[src/rtl/core/lpfr_pkg.sv]
// ----------------------------------------------------------------------------
// lpfr_pkg
// Shared types and constants of the length-prefixed frame receiver.
// ----------------------------------------------------------------------------
package lpfr_pkg;

  localparam int BYTE_W  = 8;
  localparam int LEN_W   = 17;
  localparam int TMO_W   = 16;
  localparam int HDR_W   = 24;
  localparam int ADDR_W  = 3;
  localparam int DATA_W  = 32;

  // largest payload length the receiver ever opens
  localparam int FRAME_LIMIT = 65536;
  localparam logic [LEN_W-1:0] LEN_CAP = LEN_W'(FRAME_LIMIT);

  localparam logic [LEN_W-1:0] MAX_LEN_RST = LEN_W'(4096);
  localparam logic [TMO_W-1:0] TIMEOUT_RST = TMO_W'(2000);

  localparam logic KIND_BYTE = 1'b0;
  localparam logic KIND_TICK = 1'b1;

  localparam logic [1:0] TYPE_OPEN    = 2'd0;
  localparam logic [1:0] TYPE_UNTYPED = 2'd1;
  localparam logic [1:0] TYPE_TYPED   = 2'd2;

  localparam logic [1:0] FTYPE_UNTYPED = 2'd1;

  localparam logic [BYTE_W-1:0] OPEN_BRACE  = 8'h7B;
  localparam logic [BYTE_W-1:0] TYPE_BYTE_2 = 8'd2;
  localparam logic [BYTE_W-1:0] TYPE_BYTE_1 = 8'd1;
  localparam logic [BYTE_W-1:0] TYPE_BYTE_3 = 8'd3;

  localparam logic REG_MAX_LEN = 1'b0;
  localparam logic REG_TIMEOUT = 1'b1;

  localparam int FIFO_DEPTH = 4;
  localparam int PTR_W      = 2;
  localparam int CNT_W      = 3;

  typedef struct packed {
    logic              kind;
    logic [BYTE_W-1:0] rx_byte;
  } in_word_t;

  typedef struct packed {
    logic [BYTE_W-1:0] payload_byte;
    logic [1:0]        frm_type;
    logic              typed;
    logic              last;
    logic              abort;
  } out_word_t;

endpackage

[src/rtl/core/lpfr_if.sv]
// ----------------------------------------------------------------------------
// lpfr_in_if / lpfr_out_if
// Valid/ready channels carrying input words and result words.
// ----------------------------------------------------------------------------
interface lpfr_in_if import lpfr_pkg::*; ();
  logic     valid;
  logic     ready;
  in_word_t data;

  modport source (output valid, output data, input ready);
  modport sink   (input valid, input data, output ready);
endinterface

interface lpfr_out_if import lpfr_pkg::*; ();
  logic      valid;
  logic      ready;
  out_word_t data;

  modport source (output valid, output data, input ready);
  modport sink   (input valid, input data, output ready);
endinterface

[src/rtl/core/length_prefixed_frame_receiver_core.sv]
// ----------------------------------------------------------------------------
// length_prefixed_frame_receiver_core
// Deframes a byte stream with 4-byte big-endian length headers, classifies
// the frame type and streams payload bytes out; aborts stalled frames.
// ----------------------------------------------------------------------------
// One word (a byte or a tick) is taken every cycle while in_ch.ready is
// high; its results enter a 4-word output queue at the next clock edge, so
// a result is in the queue in the cycle after its word is accepted. A word
// yields at most two results (only when a held first byte is released), and
// in_ch.ready drops while fewer than two queue slots are free, so throughput
// is one word per cycle as long as the sink drains one word per cycle.
module length_prefixed_frame_receiver_core import lpfr_pkg::*; (
  input  logic                  clk,
  input  logic                  rst_n,
  lpfr_in_if.sink               in_ch,
  lpfr_out_if.source            out_ch,
  input  logic                  cfg_psel,
  input  logic                  cfg_penable,
  input  logic                  cfg_pwrite,
  input  logic [ADDR_W-1:0]     cfg_paddr,
  input  logic [DATA_W-1:0]     cfg_pwdata,
  output logic [DATA_W-1:0]     cfg_prdata,
  output logic                  cfg_pready
);

  // configuration
  logic [LEN_W-1:0] max_len_r;
  logic [TMO_W-1:0] timeout_r;
  logic             cfg_wr;

  // parser state
  logic [HDR_W-1:0]  hdr_r,      hdr_nxt;
  logic [1:0]        hdr_cnt_r,  hdr_cnt_nxt;
  logic              in_pay_r,   in_pay_nxt;
  logic [LEN_W-1:0]  exp_len_r,  exp_len_nxt;
  logic [LEN_W-1:0]  rcv_cnt_r,  rcv_cnt_nxt;
  logic [BYTE_W-1:0] held_r,     held_nxt;
  logic [1:0]        tdec_r,     tdec_nxt;
  logic [TMO_W-1:0]  idle_r,     idle_nxt;

  // output queue
  out_word_t         fifo_r [FIFO_DEPTH];
  logic [PTR_W-1:0]  wr_ptr_r, wr_ptr_nxt, wr_ptr_p1;
  logic [PTR_W-1:0]  rd_ptr_r, rd_ptr_nxt;
  logic [CNT_W-1:0]  cnt_r, cnt_nxt;

  logic              in_fire, out_fire, pending, last, hdr_bad, clear;
  logic [1:0]        n_push;
  out_word_t         res0, res1;
  logic [LEN_W-1:0]  lim, rcv_inc;
  logic [31:0]       hdr_len;
  logic [BYTE_W-1:0] b;

  // ---------------- configuration port ----------------
  assign cfg_pready = 1'b1;
  assign cfg_wr     = cfg_psel & cfg_penable & cfg_pwrite & cfg_pready;

  always_ff @(posedge clk) begin
    if (!rst_n) begin
      max_len_r <= MAX_LEN_RST;
      timeout_r <= TIMEOUT_RST;
    end else if (cfg_wr) begin
      unique case (cfg_paddr[2])
        REG_MAX_LEN: max_len_r <= cfg_pwdata[LEN_W-1:0];
        REG_TIMEOUT: timeout_r <= cfg_pwdata[TMO_W-1:0];
        default:     ;
      endcase
    end
  end

  always_comb begin
    unique case (cfg_paddr[2])
      REG_MAX_LEN: cfg_prdata = DATA_W'(max_len_r);
      REG_TIMEOUT: cfg_prdata = DATA_W'(timeout_r);
      default:     cfg_prdata = '0;
    endcase
  end

  // ---------------- parser ----------------
  assign in_ch.ready = (cnt_r <= CNT_W'(FIFO_DEPTH - 2));
  assign in_fire     = in_ch.valid & in_ch.ready;
  assign b           = in_ch.data.rx_byte;
  assign pending     = (hdr_cnt_r != 2'd0) | in_pay_r;
  assign lim         = (max_len_r < LEN_CAP) ? max_len_r : LEN_CAP;
  assign hdr_len     = {hdr_r, b};
  assign hdr_bad     = (hdr_len == 32'd0) | (|hdr_len[31:LEN_W]) |
                       (hdr_len[LEN_W-1:0] > lim);
  assign rcv_inc     = rcv_cnt_r + LEN_W'(1);
  assign last        = (rcv_inc >= exp_len_r);

  always_comb begin
    hdr_nxt     = hdr_r;
    hdr_cnt_nxt = hdr_cnt_r;
    in_pay_nxt  = in_pay_r;
    exp_len_nxt = exp_len_r;
    rcv_cnt_nxt = rcv_cnt_r;
    held_nxt    = held_r;
    tdec_nxt    = tdec_r;
    idle_nxt    = idle_r;
    clear       = 1'b0;
    n_push      = 2'd0;
    res0        = '{payload_byte: b, frm_type: FTYPE_UNTYPED, typed: 1'b0,
                    last: last, abort: 1'b0};
    res1        = res0;
    if (in_fire) begin
      if (in_ch.data.kind == KIND_TICK) begin
        if (pending) begin
          if (idle_r >= timeout_r) begin
            clear = 1'b1;
            if (in_pay_r) begin
              res0   = '{payload_byte: '0, frm_type: FTYPE_UNTYPED, typed: 1'b0,
                         last: 1'b0, abort: 1'b1};
              n_push = 2'd1;
            end
          end else begin
            idle_nxt = idle_r + TMO_W'(1);
          end
        end
      end else if (in_pay_r) begin
        rcv_cnt_nxt = rcv_inc;
        idle_nxt    = '0;
        if (rcv_cnt_r == '0) begin
          if (b == TYPE_BYTE_2) begin
            held_nxt = b;
            tdec_nxt = TYPE_TYPED;
          end else if ((b == TYPE_BYTE_1 || b == TYPE_BYTE_3) &&
                       exp_len_r > LEN_W'(1)) begin
            held_nxt = b;
            tdec_nxt = TYPE_OPEN;
          end else begin
            tdec_nxt = TYPE_UNTYPED;
            n_push   = 2'd1;
          end
        end else if (tdec_r == TYPE_OPEN) begin
          if (b == OPEN_BRACE) begin
            tdec_nxt      = TYPE_TYPED;
            res0.frm_type = held_r[1:0];
            res0.typed    = 1'b1;
            n_push        = 2'd1;
          end else begin
            tdec_nxt          = TYPE_UNTYPED;
            res0.payload_byte = held_r;
            res0.last         = 1'b0;
            res1.payload_byte = b;
            n_push            = 2'd2;
          end
        end else if (tdec_r == TYPE_TYPED) begin
          res0.frm_type = held_r[1:0];
          res0.typed    = 1'b1;
          n_push        = 2'd1;
        end else begin
          n_push = 2'd1;
        end
        if (last) begin
          clear = 1'b1;
        end
      end else begin
        idle_nxt = '0;
        if (hdr_cnt_r != 2'd3) begin
          hdr_nxt     = {hdr_r[HDR_W-BYTE_W-1:0], b};
          hdr_cnt_nxt = hdr_cnt_r + 2'd1;
        end else if (hdr_bad) begin
          hdr_nxt = hdr_len[HDR_W-1:0];
        end else begin
          hdr_nxt     = '0;
          hdr_cnt_nxt = 2'd0;
          in_pay_nxt  = 1'b1;
          exp_len_nxt = hdr_len[LEN_W-1:0];
          rcv_cnt_nxt = '0;
          held_nxt    = '0;
          tdec_nxt    = TYPE_OPEN;
        end
      end
    end
    if (clear) begin
      hdr_nxt     = '0;
      hdr_cnt_nxt = 2'd0;
      in_pay_nxt  = 1'b0;
      exp_len_nxt = '0;
      rcv_cnt_nxt = '0;
      held_nxt    = '0;
      tdec_nxt    = TYPE_OPEN;
      idle_nxt    = '0;
    end
  end

  always_ff @(posedge clk) begin
    if (!rst_n) begin
      hdr_r     <= '0;
      hdr_cnt_r <= 2'd0;
      in_pay_r  <= 1'b0;
      exp_len_r <= '0;
      rcv_cnt_r <= '0;
      held_r    <= '0;
      tdec_r    <= TYPE_OPEN;
      idle_r    <= '0;
    end else begin
      hdr_r     <= hdr_nxt;
      hdr_cnt_r <= hdr_cnt_nxt;
      in_pay_r  <= in_pay_nxt;
      exp_len_r <= exp_len_nxt;
      rcv_cnt_r <= rcv_cnt_nxt;
      held_r    <= held_nxt;
      tdec_r    <= tdec_nxt;
      idle_r    <= idle_nxt;
    end
  end

  // ---------------- output queue ----------------
  assign out_ch.valid = (cnt_r != '0);
  assign out_ch.data  = fifo_r[rd_ptr_r];
  assign out_fire     = out_ch.valid & out_ch.ready;
  assign wr_ptr_p1    = wr_ptr_r + PTR_W'(1);
  assign wr_ptr_nxt   = wr_ptr_r + PTR_W'(n_push);
  assign rd_ptr_nxt   = rd_ptr_r + PTR_W'(out_fire);
  assign cnt_nxt      = cnt_r + CNT_W'(n_push) - CNT_W'(out_fire);

  always_ff @(posedge clk) begin
    if (n_push != 2'd0) begin
      fifo_r[wr_ptr_r] <= res0;
    end
    if (n_push == 2'd2) begin
      fifo_r[wr_ptr_p1] <= res1;
    end
  end

  always_ff @(posedge clk) begin
    if (!rst_n) begin
      wr_ptr_r <= '0;
      rd_ptr_r <= '0;
      cnt_r    <= '0;
    end else begin
      wr_ptr_r <= wr_ptr_nxt;
      rd_ptr_r <= rd_ptr_nxt;
      cnt_r    <= cnt_nxt;
    end
  end

`ifndef NO_ASSERTIONS
  a_fifo_bound: assert property (@(posedge clk) disable iff (!rst_n)
    cnt_r <= CNT_W'(FIFO_DEPTH))
    else $error("output queue overfilled");

  a_hdr_idle_in_payload: assert property (@(posedge clk) disable iff (!rst_n)
    in_pay_r |-> hdr_cnt_r == 2'd0)
    else $error("header bytes pending during payload");

  a_abort_word: assert property (@(posedge clk) disable iff (!rst_n)
    out_ch.valid && out_ch.data.abort |->
      out_ch.data.payload_byte == '0 && !out_ch.data.last && !out_ch.data.typed)
    else $error("malformed abort word");

  a_push_room: assert property (@(posedge clk) disable iff (!rst_n)
    n_push != 2'd0 |-> in_fire)
    else $error("result pushed without accepted word");
`endif

endmodule
[src/flat_wrapper.sv]
// flat-port wrapper written by rule: the top's interface ports become plain ports
module length_prefixed_frame_receiver_core_flat import lpfr_pkg::*;
  (clk, rst_n, cfg_psel, cfg_penable, cfg_pwrite, cfg_paddr, cfg_pwdata, cfg_prdata, cfg_pready, in_ch_valid, in_ch_data, in_ch_ready, out_ch_valid, out_ch_data, out_ch_ready);
  lpfr_in_if in_ch_i ();
  lpfr_out_if out_ch_i ();
  input  logic clk;
  input  logic rst_n;
  input  logic cfg_psel;
  input  logic cfg_penable;
  input  logic cfg_pwrite;
  input  logic [ADDR_W-1:0] cfg_paddr;
  input  logic [DATA_W-1:0] cfg_pwdata;
  output logic [DATA_W-1:0] cfg_prdata;
  output logic cfg_pready;
  input wire logic [$bits(in_ch_i.valid)-1:0] in_ch_valid;
  input wire logic [$bits(in_ch_i.data)-1:0] in_ch_data;
  output wire logic [$bits(in_ch_i.ready)-1:0] in_ch_ready;
  output wire logic [$bits(out_ch_i.valid)-1:0] out_ch_valid;
  output wire logic [$bits(out_ch_i.data)-1:0] out_ch_data;
  input wire logic [$bits(out_ch_i.ready)-1:0] out_ch_ready;
  assign in_ch_i.valid = in_ch_valid;
  assign in_ch_i.data = in_ch_data;
  assign in_ch_ready = in_ch_i.ready;
  assign out_ch_valid = out_ch_i.valid;
  assign out_ch_data = out_ch_i.data;
  assign out_ch_i.ready = out_ch_ready;
  length_prefixed_frame_receiver_core u_core (.clk(clk), .rst_n(rst_n), .in_ch(in_ch_i), .out_ch(out_ch_i), .cfg_psel(cfg_psel), .cfg_penable(cfg_penable), .cfg_pwrite(cfg_pwrite), .cfg_paddr(cfg_paddr), .cfg_pwdata(cfg_pwdata), .cfg_prdata(cfg_prdata), .cfg_pready(cfg_pready));
endmodule
[config.mk]
export PLATFORM = sky130hd
export DESIGN_NAME = length_prefixed_frame_receiver_core_flat
export DESIGN_NICKNAME = d
export VERILOG_FILES = /design/src/rtl/core/lpfr_pkg.sv /design/src/rtl/core/lpfr_if.sv /design/src/rtl/core/length_prefixed_frame_receiver_core.sv /design/src/flat_wrapper.sv
export SDC_FILE = /design/constraint.sdc
export NUM_CORES = 1
export LEC_CHECK = 0
export BUFFER_PORTS_ARGS = -buffer_cell sky130_fd_sc_hd__buf_4
export CAP_MARGIN = 20
export CORE_MARGIN = 5
export CORE_UTILIZATION = 35
export DETAILED_ROUTE_END_ITERATION = 10
export PLACE_DENSITY_LB_ADDON = 0.08
export SETUP_SLACK_MARGIN = 0.2
export SLEW_MARGIN = 30
export SYNTH_ARGS = -nofsm -noshare
export SYNTH_HDL_FRONTEND = slang
export SYNTH_SLANG_ARGS = --single-unit
[constraint.sdc]
create_clock -name clk -period 7.5 [get_ports clk]
set_input_delay 0 -clock clk [delete_from_list [all_inputs] [get_ports clk]]
set_output_delay 0 -clock clk [all_outputs]
set_load 0.02 [all_outputs]
# Word level (Yosys, flattened, before mapping)

Memories as Yosys holds them, arrays and structs flattened. A register that Yosys moved wholly into a read port is not among the register bits.
Cells that the tools add are included.
Widths: inputs -> output; s select.

Memories: 1
Output and inout bits: 48
Input bits: 51
Register bits: 127
Bits in writable memories: 52

Equality and inequality tests: 15
Magnitude comparators: 6
Reductions and logical operators: 20
Bitwise gates (word level): 13
Multiplexer cells: 64
$add $sub $neg: 8

Memory list:

| name          | depth | bits a word | rd ports | clocked after memory_dff | write ports | line                                      | RTL |
|---|---|---|---|---|---|---|---|
| u_core.fifo_r | 4     | 13          | 1        | 1                        | 2           | length_prefixed_frame_receiver_core.sv:42 | `out_word_t fifo_r [FIFO_DEPTH];` |

Operators with widths:

| cell                  | number |
|---|---|
| $mux 17               | 4 |
| $mux 8                | 8 |
| $pmux 32 s2           | 1 |
| $mux 13               | 4 |
| $mux 16               | 3 |
| $mux 24               | 2 |
| $mux 12               | 3 |
| $mux 2                | 18 |
| $logic_not 32->1      | 1 |
| $mux 1                | 18 |
| $add 17x1->17 const B | 1 |
| $ge 17x17->1          | 1 |
| $gt 17x1->1 const B   | 1 |
| $gt 17x17->1          | 1 |
| $logic_not 17->1      | 1 |
| $lt 17x17->1 const B  | 1 |
| $add 16x1->16 const B | 1 |
| $eq 8x2->1 const B    | 2 |
| $ge 16x16->1          | 1 |
| $reduce_or 15->1      | 1 |
| $reduce_and 5->1      | 2 |
| $mux 3                | 3 |
| $eq 8x1->1 const B    | 1 |
| $eq 8x7->1 const B    | 1 |
| other kinds (23)      | 46 |

# Longest topological paths before layout

Depth in word-level cells: 12
Mapped depth: 14

# Worst setup path after synthesis

Ideal clock, no wire load.

Kind: reg-to-reg
Start point: reg u_core.rcv_cnt_r[0]
End point: reg u_core.held_r[3]
Arrival: 2975 ps
Setup time: 130 ps
Stages on the path, launching flop included: 15
Clock period less this slack: 3106 ps
Slack: 4394 ps
Cell sequence: dfxtp_1 -> ha_1 -> and3_1 -> and2_1 -> and3_1 -> xor2_1 -> ha_1 -> nand2_1 -> o211ai_1 -> a21oi_1 -> o21ai_1 -> a31oi_1 -> o311ai_2 -> clkbuf_1 -> nor3b_1

Longest elaborated chain between the ends: 7
Elaborated cells between the ends (all ways): 10
Classes of those cells: add/sub (1); order compare (1); eq/ne (1); mux (4); reduce/logical (3)

Ends and longest elaborated chain:

| element                          | line                                       | RTL |
|---|---|---|
| start, declared                  | length_prefixed_frame_receiver_core.sv:36  | `logic [LEN_W-1:0] rcv_cnt_r, rcv_cnt_nxt;` |
| start signal, assigned           | length_prefixed_frame_receiver_core.sv:202 | `rcv_cnt_r <= rcv_cnt_nxt;` |
| $add 17x1->17                    | length_prefixed_frame_receiver_core.sv:88  | `assign rcv_inc = rcv_cnt_r + LEN_W'(1);` |
| $ge 17x17->1                     | length_prefixed_frame_receiver_core.sv:89  | `assign last = (rcv_inc >= exp_len_r);` |
| $mux 1                           | length_prefixed_frame_receiver_core.sv:154 | `if (last) begin` |
| $mux 1                           | length_prefixed_frame_receiver_core.sv:119 | `end else if (in_pay_r) begin` |
| $mux 1                           | length_prefixed_frame_receiver_core.sv:106 | `if (in_ch.data.kind == KIND_TICK) begin` |
| $mux 1                           | length_prefixed_frame_receiver_core.sv:105 | `if (in_fire) begin` |
| $reduce_or 2->1 (no source line) | -                                          |  |
| end signal, assigned             | length_prefixed_frame_receiver_core.sv:203 | `held_r <= held_nxt;` |
| end, declared                    | length_prefixed_frame_receiver_core.sv:37  | `logic [BYTE_W-1:0] held_r, held_nxt;` |

Parallel ways exist; a longest one is shown, timed or not.
A chain may end at the register's enable or synchronous reset.

# Final worst setup path

Start point: reg u_core.rcv_cnt_r[0]
End point: reg u_core.exp_len_r[9]

Longest elaborated chain between the ends: 7

Ends and longest elaborated chain:

| element                          | line                                       | RTL |
|---|---|---|
| $add 17x1->17                    | length_prefixed_frame_receiver_core.sv:88  |  |
| $ge 17x17->1                     | length_prefixed_frame_receiver_core.sv:89  |  |
| $mux 1                           | length_prefixed_frame_receiver_core.sv:154 |  |
| $mux 1                           | length_prefixed_frame_receiver_core.sv:119 |  |
| $mux 1                           | length_prefixed_frame_receiver_core.sv:106 |  |
| $mux 1                           | length_prefixed_frame_receiver_core.sv:105 |  |
| $reduce_or 2->1 (no source line) | -                                          |  |
| end signal, assigned             | length_prefixed_frame_receiver_core.sv:201 | `exp_len_r <= exp_len_nxt;` |
| end, declared                    | length_prefixed_frame_receiver_core.sv:35  | `logic [LEN_W-1:0] exp_len_r, exp_len_nxt;` |

No other way between the ends.

==> flow_summary.json <==
{
  "worstSkewPairLatency_ns": 0.44,
  "grt_pass1_wl_mm": 43.6,
  "wire_per_inst_um": 17.2,
  "io_pins": 99,
  "timing.setup.tns_ns": 0,
  "p_total_w": 0.00232,
  "place.gp.congestion": 0.807,
  "fmax_ghz": 0.234,
  "dpl.hpwl_mm": 19.3,
  "period_needed_ns": 4.27,
  "status": "finished, final reports clean",
  "area_growth_pct": 16.4,
  "crit_slowest_cell": "o311ai_4",
  "synth_adder_area_share": 0.0774,
  "synthesis.instances": 1120,
  "crit_family": "compound AO/OA/AOI/OAI gates",
  "drt-pass1-iter-count": 5,
  "arrival_ns": 4.57,
  "vias": 8059,
  "worst_slew_pin_slew_ns": 0.957,
  "synth_simple_gate_area_frac": 0.187,
  "core_mm2": 0.0279,
  "grt_max_degree": 56,
  "period_share": 0.570,
  "grt_antenna_before_repair": 0,
  "globalRoute.totalOverflow": 0,
  "skew_ns": 0.0154,
  "slowest_delay_ns": 0.81,
  "timing.final.max_slew_violations": 0,
  "rows": 61,
  "required_ns": 7.80,
  "rsz0062_at_grt": "no",
  "routed_via_density": 5.13,
  "routed_wl_mm": 26.9,
  "synth_top_family_by_area": "simple AND/OR/NAND/NOR gates",
  "cts-root-buf": "clkbuf_16",
  "final_nets": 1291,
  "antenna_left": 0,
  "hp-class": "in -> reg",
  "io_buffers": 65,
  "leakage_nw": 4.51,
  "crit_buf_inv": 1,
  "synth.mux.area_fraction": 0.0770,
  "ys_seq_area_frac": 0.396,
  "h-tree-depth": 4,
  "max-clock-path-buffers": 2,
  "drive_above_1_share": 0.131,
  "fp.dieW_um": 179,
  "ys.flop_type": "dfxtp_1",
  "path_clk_slew_ns": 0.08,
  "clock-sinks": 179,
  "drc": 0,
  "async_reset_ff_frac": 0,
  "cap_violations": 0,
  "yosys_warnings": 0,
  "endpoint_kind": "flop",
  "synthXorXnorAreaFrac": 0.0299,
  "synth_cell_type_count": 69,
  "drt_iter0_markers": 409,
  "synth_compound_area_frac": 0.171,
  "final_util": 0.415,
  "peakVddDrop_v": 0.000141,
  "synth_edf_count": 36,
  "p_per_area_mw_per_mm2": 200,
  "crit_type": "reg -> reg",
  "cts_resized": 0,
  "diodes": 0,
  "gr-usage-all-layers": 0.172,
  "path_cells": "ha_1 -> and3_1 -> and2_1 -> and3_1 -> xor2_1 -> ha_1 -> nand2_1 -> o211ai_1 -> a21oi_1 -> o21ai_1 -> a31oi_1 -> o311ai_4 -> buf_4 -> nor2_1",
  "grt_pass1_vias": 7976,
  "initial_core_util": 0.357,
  "numCtsBuffers": 17,
  "start_kind": "flop",
  "slew-limit-headroom": 0.362,
  "worstPathMaxFanout": 55,
  "hold_viol_final": 0,
  "die_h_um": 179,
  "avgSynthCellArea_um2": 8.89,
  "die-area_mm2": 0.0319,
  "synth_area_mm2": 0.00996,
  "cts_tree": "built",
  "finalSetupViolCount": 0,
  "synth_seq_cells": 179
}
==> routing by layer <==
metal | vias up | share of wire | global-route usage
li1 | 4077 | - | -
met1 | 3825 | 0.49 | 0.239
met2 | 134 | 0.47 | 0.286
met3 | 23 | 0.029 | 0.0230
met4 | 0 | 0.012 | 0.0416
met5 | - | 0 | 0
==> where the power goes <==
part	leakage (nW)	internal (W)	switching, W
Clock	0.293	0.000495	0.000431
Combinational	2.73	0.000155	0.000188
Sequential	1.49	0.00100	0.0000472
Total	4.51	0.00165	0.000666
==> flip-flops by register name (all words and copies together) (netlist names) <==
register,flops
u_core.hdr_cnt_r,2
u_core.cnt_r,3
u_core.held_r,8
u_core.exp_len_r,17
u_core.fifo_r,52
u_core.wr_ptr_r,2
u_core.rd_ptr_r,2
u_core.max_len_r,17
u_core.in_pay_r,1
u_core.rcv_cnt_r,17
u_core.idle_r,16
u_core.timeout_r,16
u_core.tdec_r,2
u_core.hdr_r,24
==> cells in the mapped netlist (5+ instances only) <==
| cell type | number | share of area |
|---|---|---|
| a21boi_0 | 27 | 0.020 |
| a21o_1 | 7 | 0.0053 |
| a21oi_1 | 69 | 0.035 |
| a22o_1 | 19 | 0.017 |
| a22oi_1 | 5 | 0.0038 |
| a31oi_1 | 7 | 0.0044 |
| and2_1 | 18 | 0.011 |
| and3_1 | 12 | 0.0075 |
| buf_2 | 13 | 0.0065 |
| buf_4 | 16 | 0.012 |
| clkbuf_1 | 48 | 0.018 |
| dfxtp_1 | 143 | 0.29 |
| edfxtp_1 | 36 | 0.11 |
| ha_1 | 60 | 0.075 |
| inv_1 | 52 | 0.020 |
| mux2_2 | 19 | 0.021 |
| mux2i_1 | 26 | 0.026 |
| mux4_2 | 13 | 0.029 |
| nand2_1 | 172 | 0.065 |
| nand2b_1 | 5 | 0.0031 |
| nand3_1 | 34 | 0.017 |
| nand4_1 | 15 | 0.0094 |
| nor2_1 | 74 | 0.028 |
| nor2b_1 | 8 | 0.0050 |
| nor3_1 | 10 | 0.0050 |
| nor3b_1 | 10 | 0.0075 |
| nor4_1 | 12 | 0.0075 |
| o2111ai_1 | 7 | 0.0062 |
| o211ai_1 | 22 | 0.017 |
| o21a_1 | 7 | 0.0053 |
| o21ai_0 | 44 | 0.022 |
| o21ai_1 | 15 | 0.0075 |
| xnor2_1 | 15 | 0.013 |
| xor2_1 | 19 | 0.017 |
==> timing repair <==
action	CTS	global route
hold buffers	33	0
hold endpoints to repair	58	0
setup buffers	0	0
==> worst paths after layout <==
| path | from | to | slack [ns] | cells after the start |
|---|---|---|---|---|
| max reg2reg | u_core.rcv_cnt_r[0] | u_core.exp_len_r[9] | 3.23 | 14 |
| min reg2reg | u_core.hdr_r[19] | u_core.hdr_r[19] | 0.45 | 2 |
| min | rst_n | u_core.timeout_r[13] | 0.03 | 2 |
| max | u_core.rcv_cnt_r[0] | u_core.exp_len_r[9] | 3.23 | 14 |
==> cells by family after synthesis <==
kind of cell / count (synthesis)
other: 2
flip-flops: 179
XOR/XNOR: 34
AND/OR/NAND/NOR: 394
buffers and inverters: 135
adder cells (fa/ha/maj): 61
AO/OA/AOI/OAI: 257
multiplexers: 58
==> layout by cell type (no fill, tap or decap), types with 10 or more instances in the layout <==
cell type and count:
nand2_1 172, dfxtp_1 142, nor2_1 74, buf_4 73
a21oi_1 69, ha_1 60, inv_1 52, o21ai_0 44
edfxtp_1 36, nand3_1 34, dlygate4sd3_1 33, a21boi_0 27
mux2i_1 26, o211ai_1 22, xor2_1 19, a22o_1 19
mux2_2 19, and2_1 18, clkbuf_16 18, conb_1 16
nand4_1 15, xnor2_1 15, o21ai_1 15, mux4_2 13
and3_1 12, nor4_1 12, nor3b_1 10
==> cell type report <==
type                       count  area, µm²
inverter                      55        208
multi-input combinational    820       5490
fill                        2849      16300
tap                          378        473
clock buffer                  20        459
clock inverter                12        138
sequential                   179       3950
timing repair buffer         106        878
==> through the flow <==
step	setup slack [ns]	std cells	cell area (µm²)	hold WS, ns
after floorplan	4.39	1134	10000	0.124
after global placement	3.16	1505	10700	0.222
after detailed placement	3.14	1505	10700	0.227
after CTS	3.15	1570	11600	0.0274
after global routing	2.81	1570	11600	0.0455
final	3.23	1570	11600	0.0348
No activity file was read; power rests on OpenSTA's default activity.
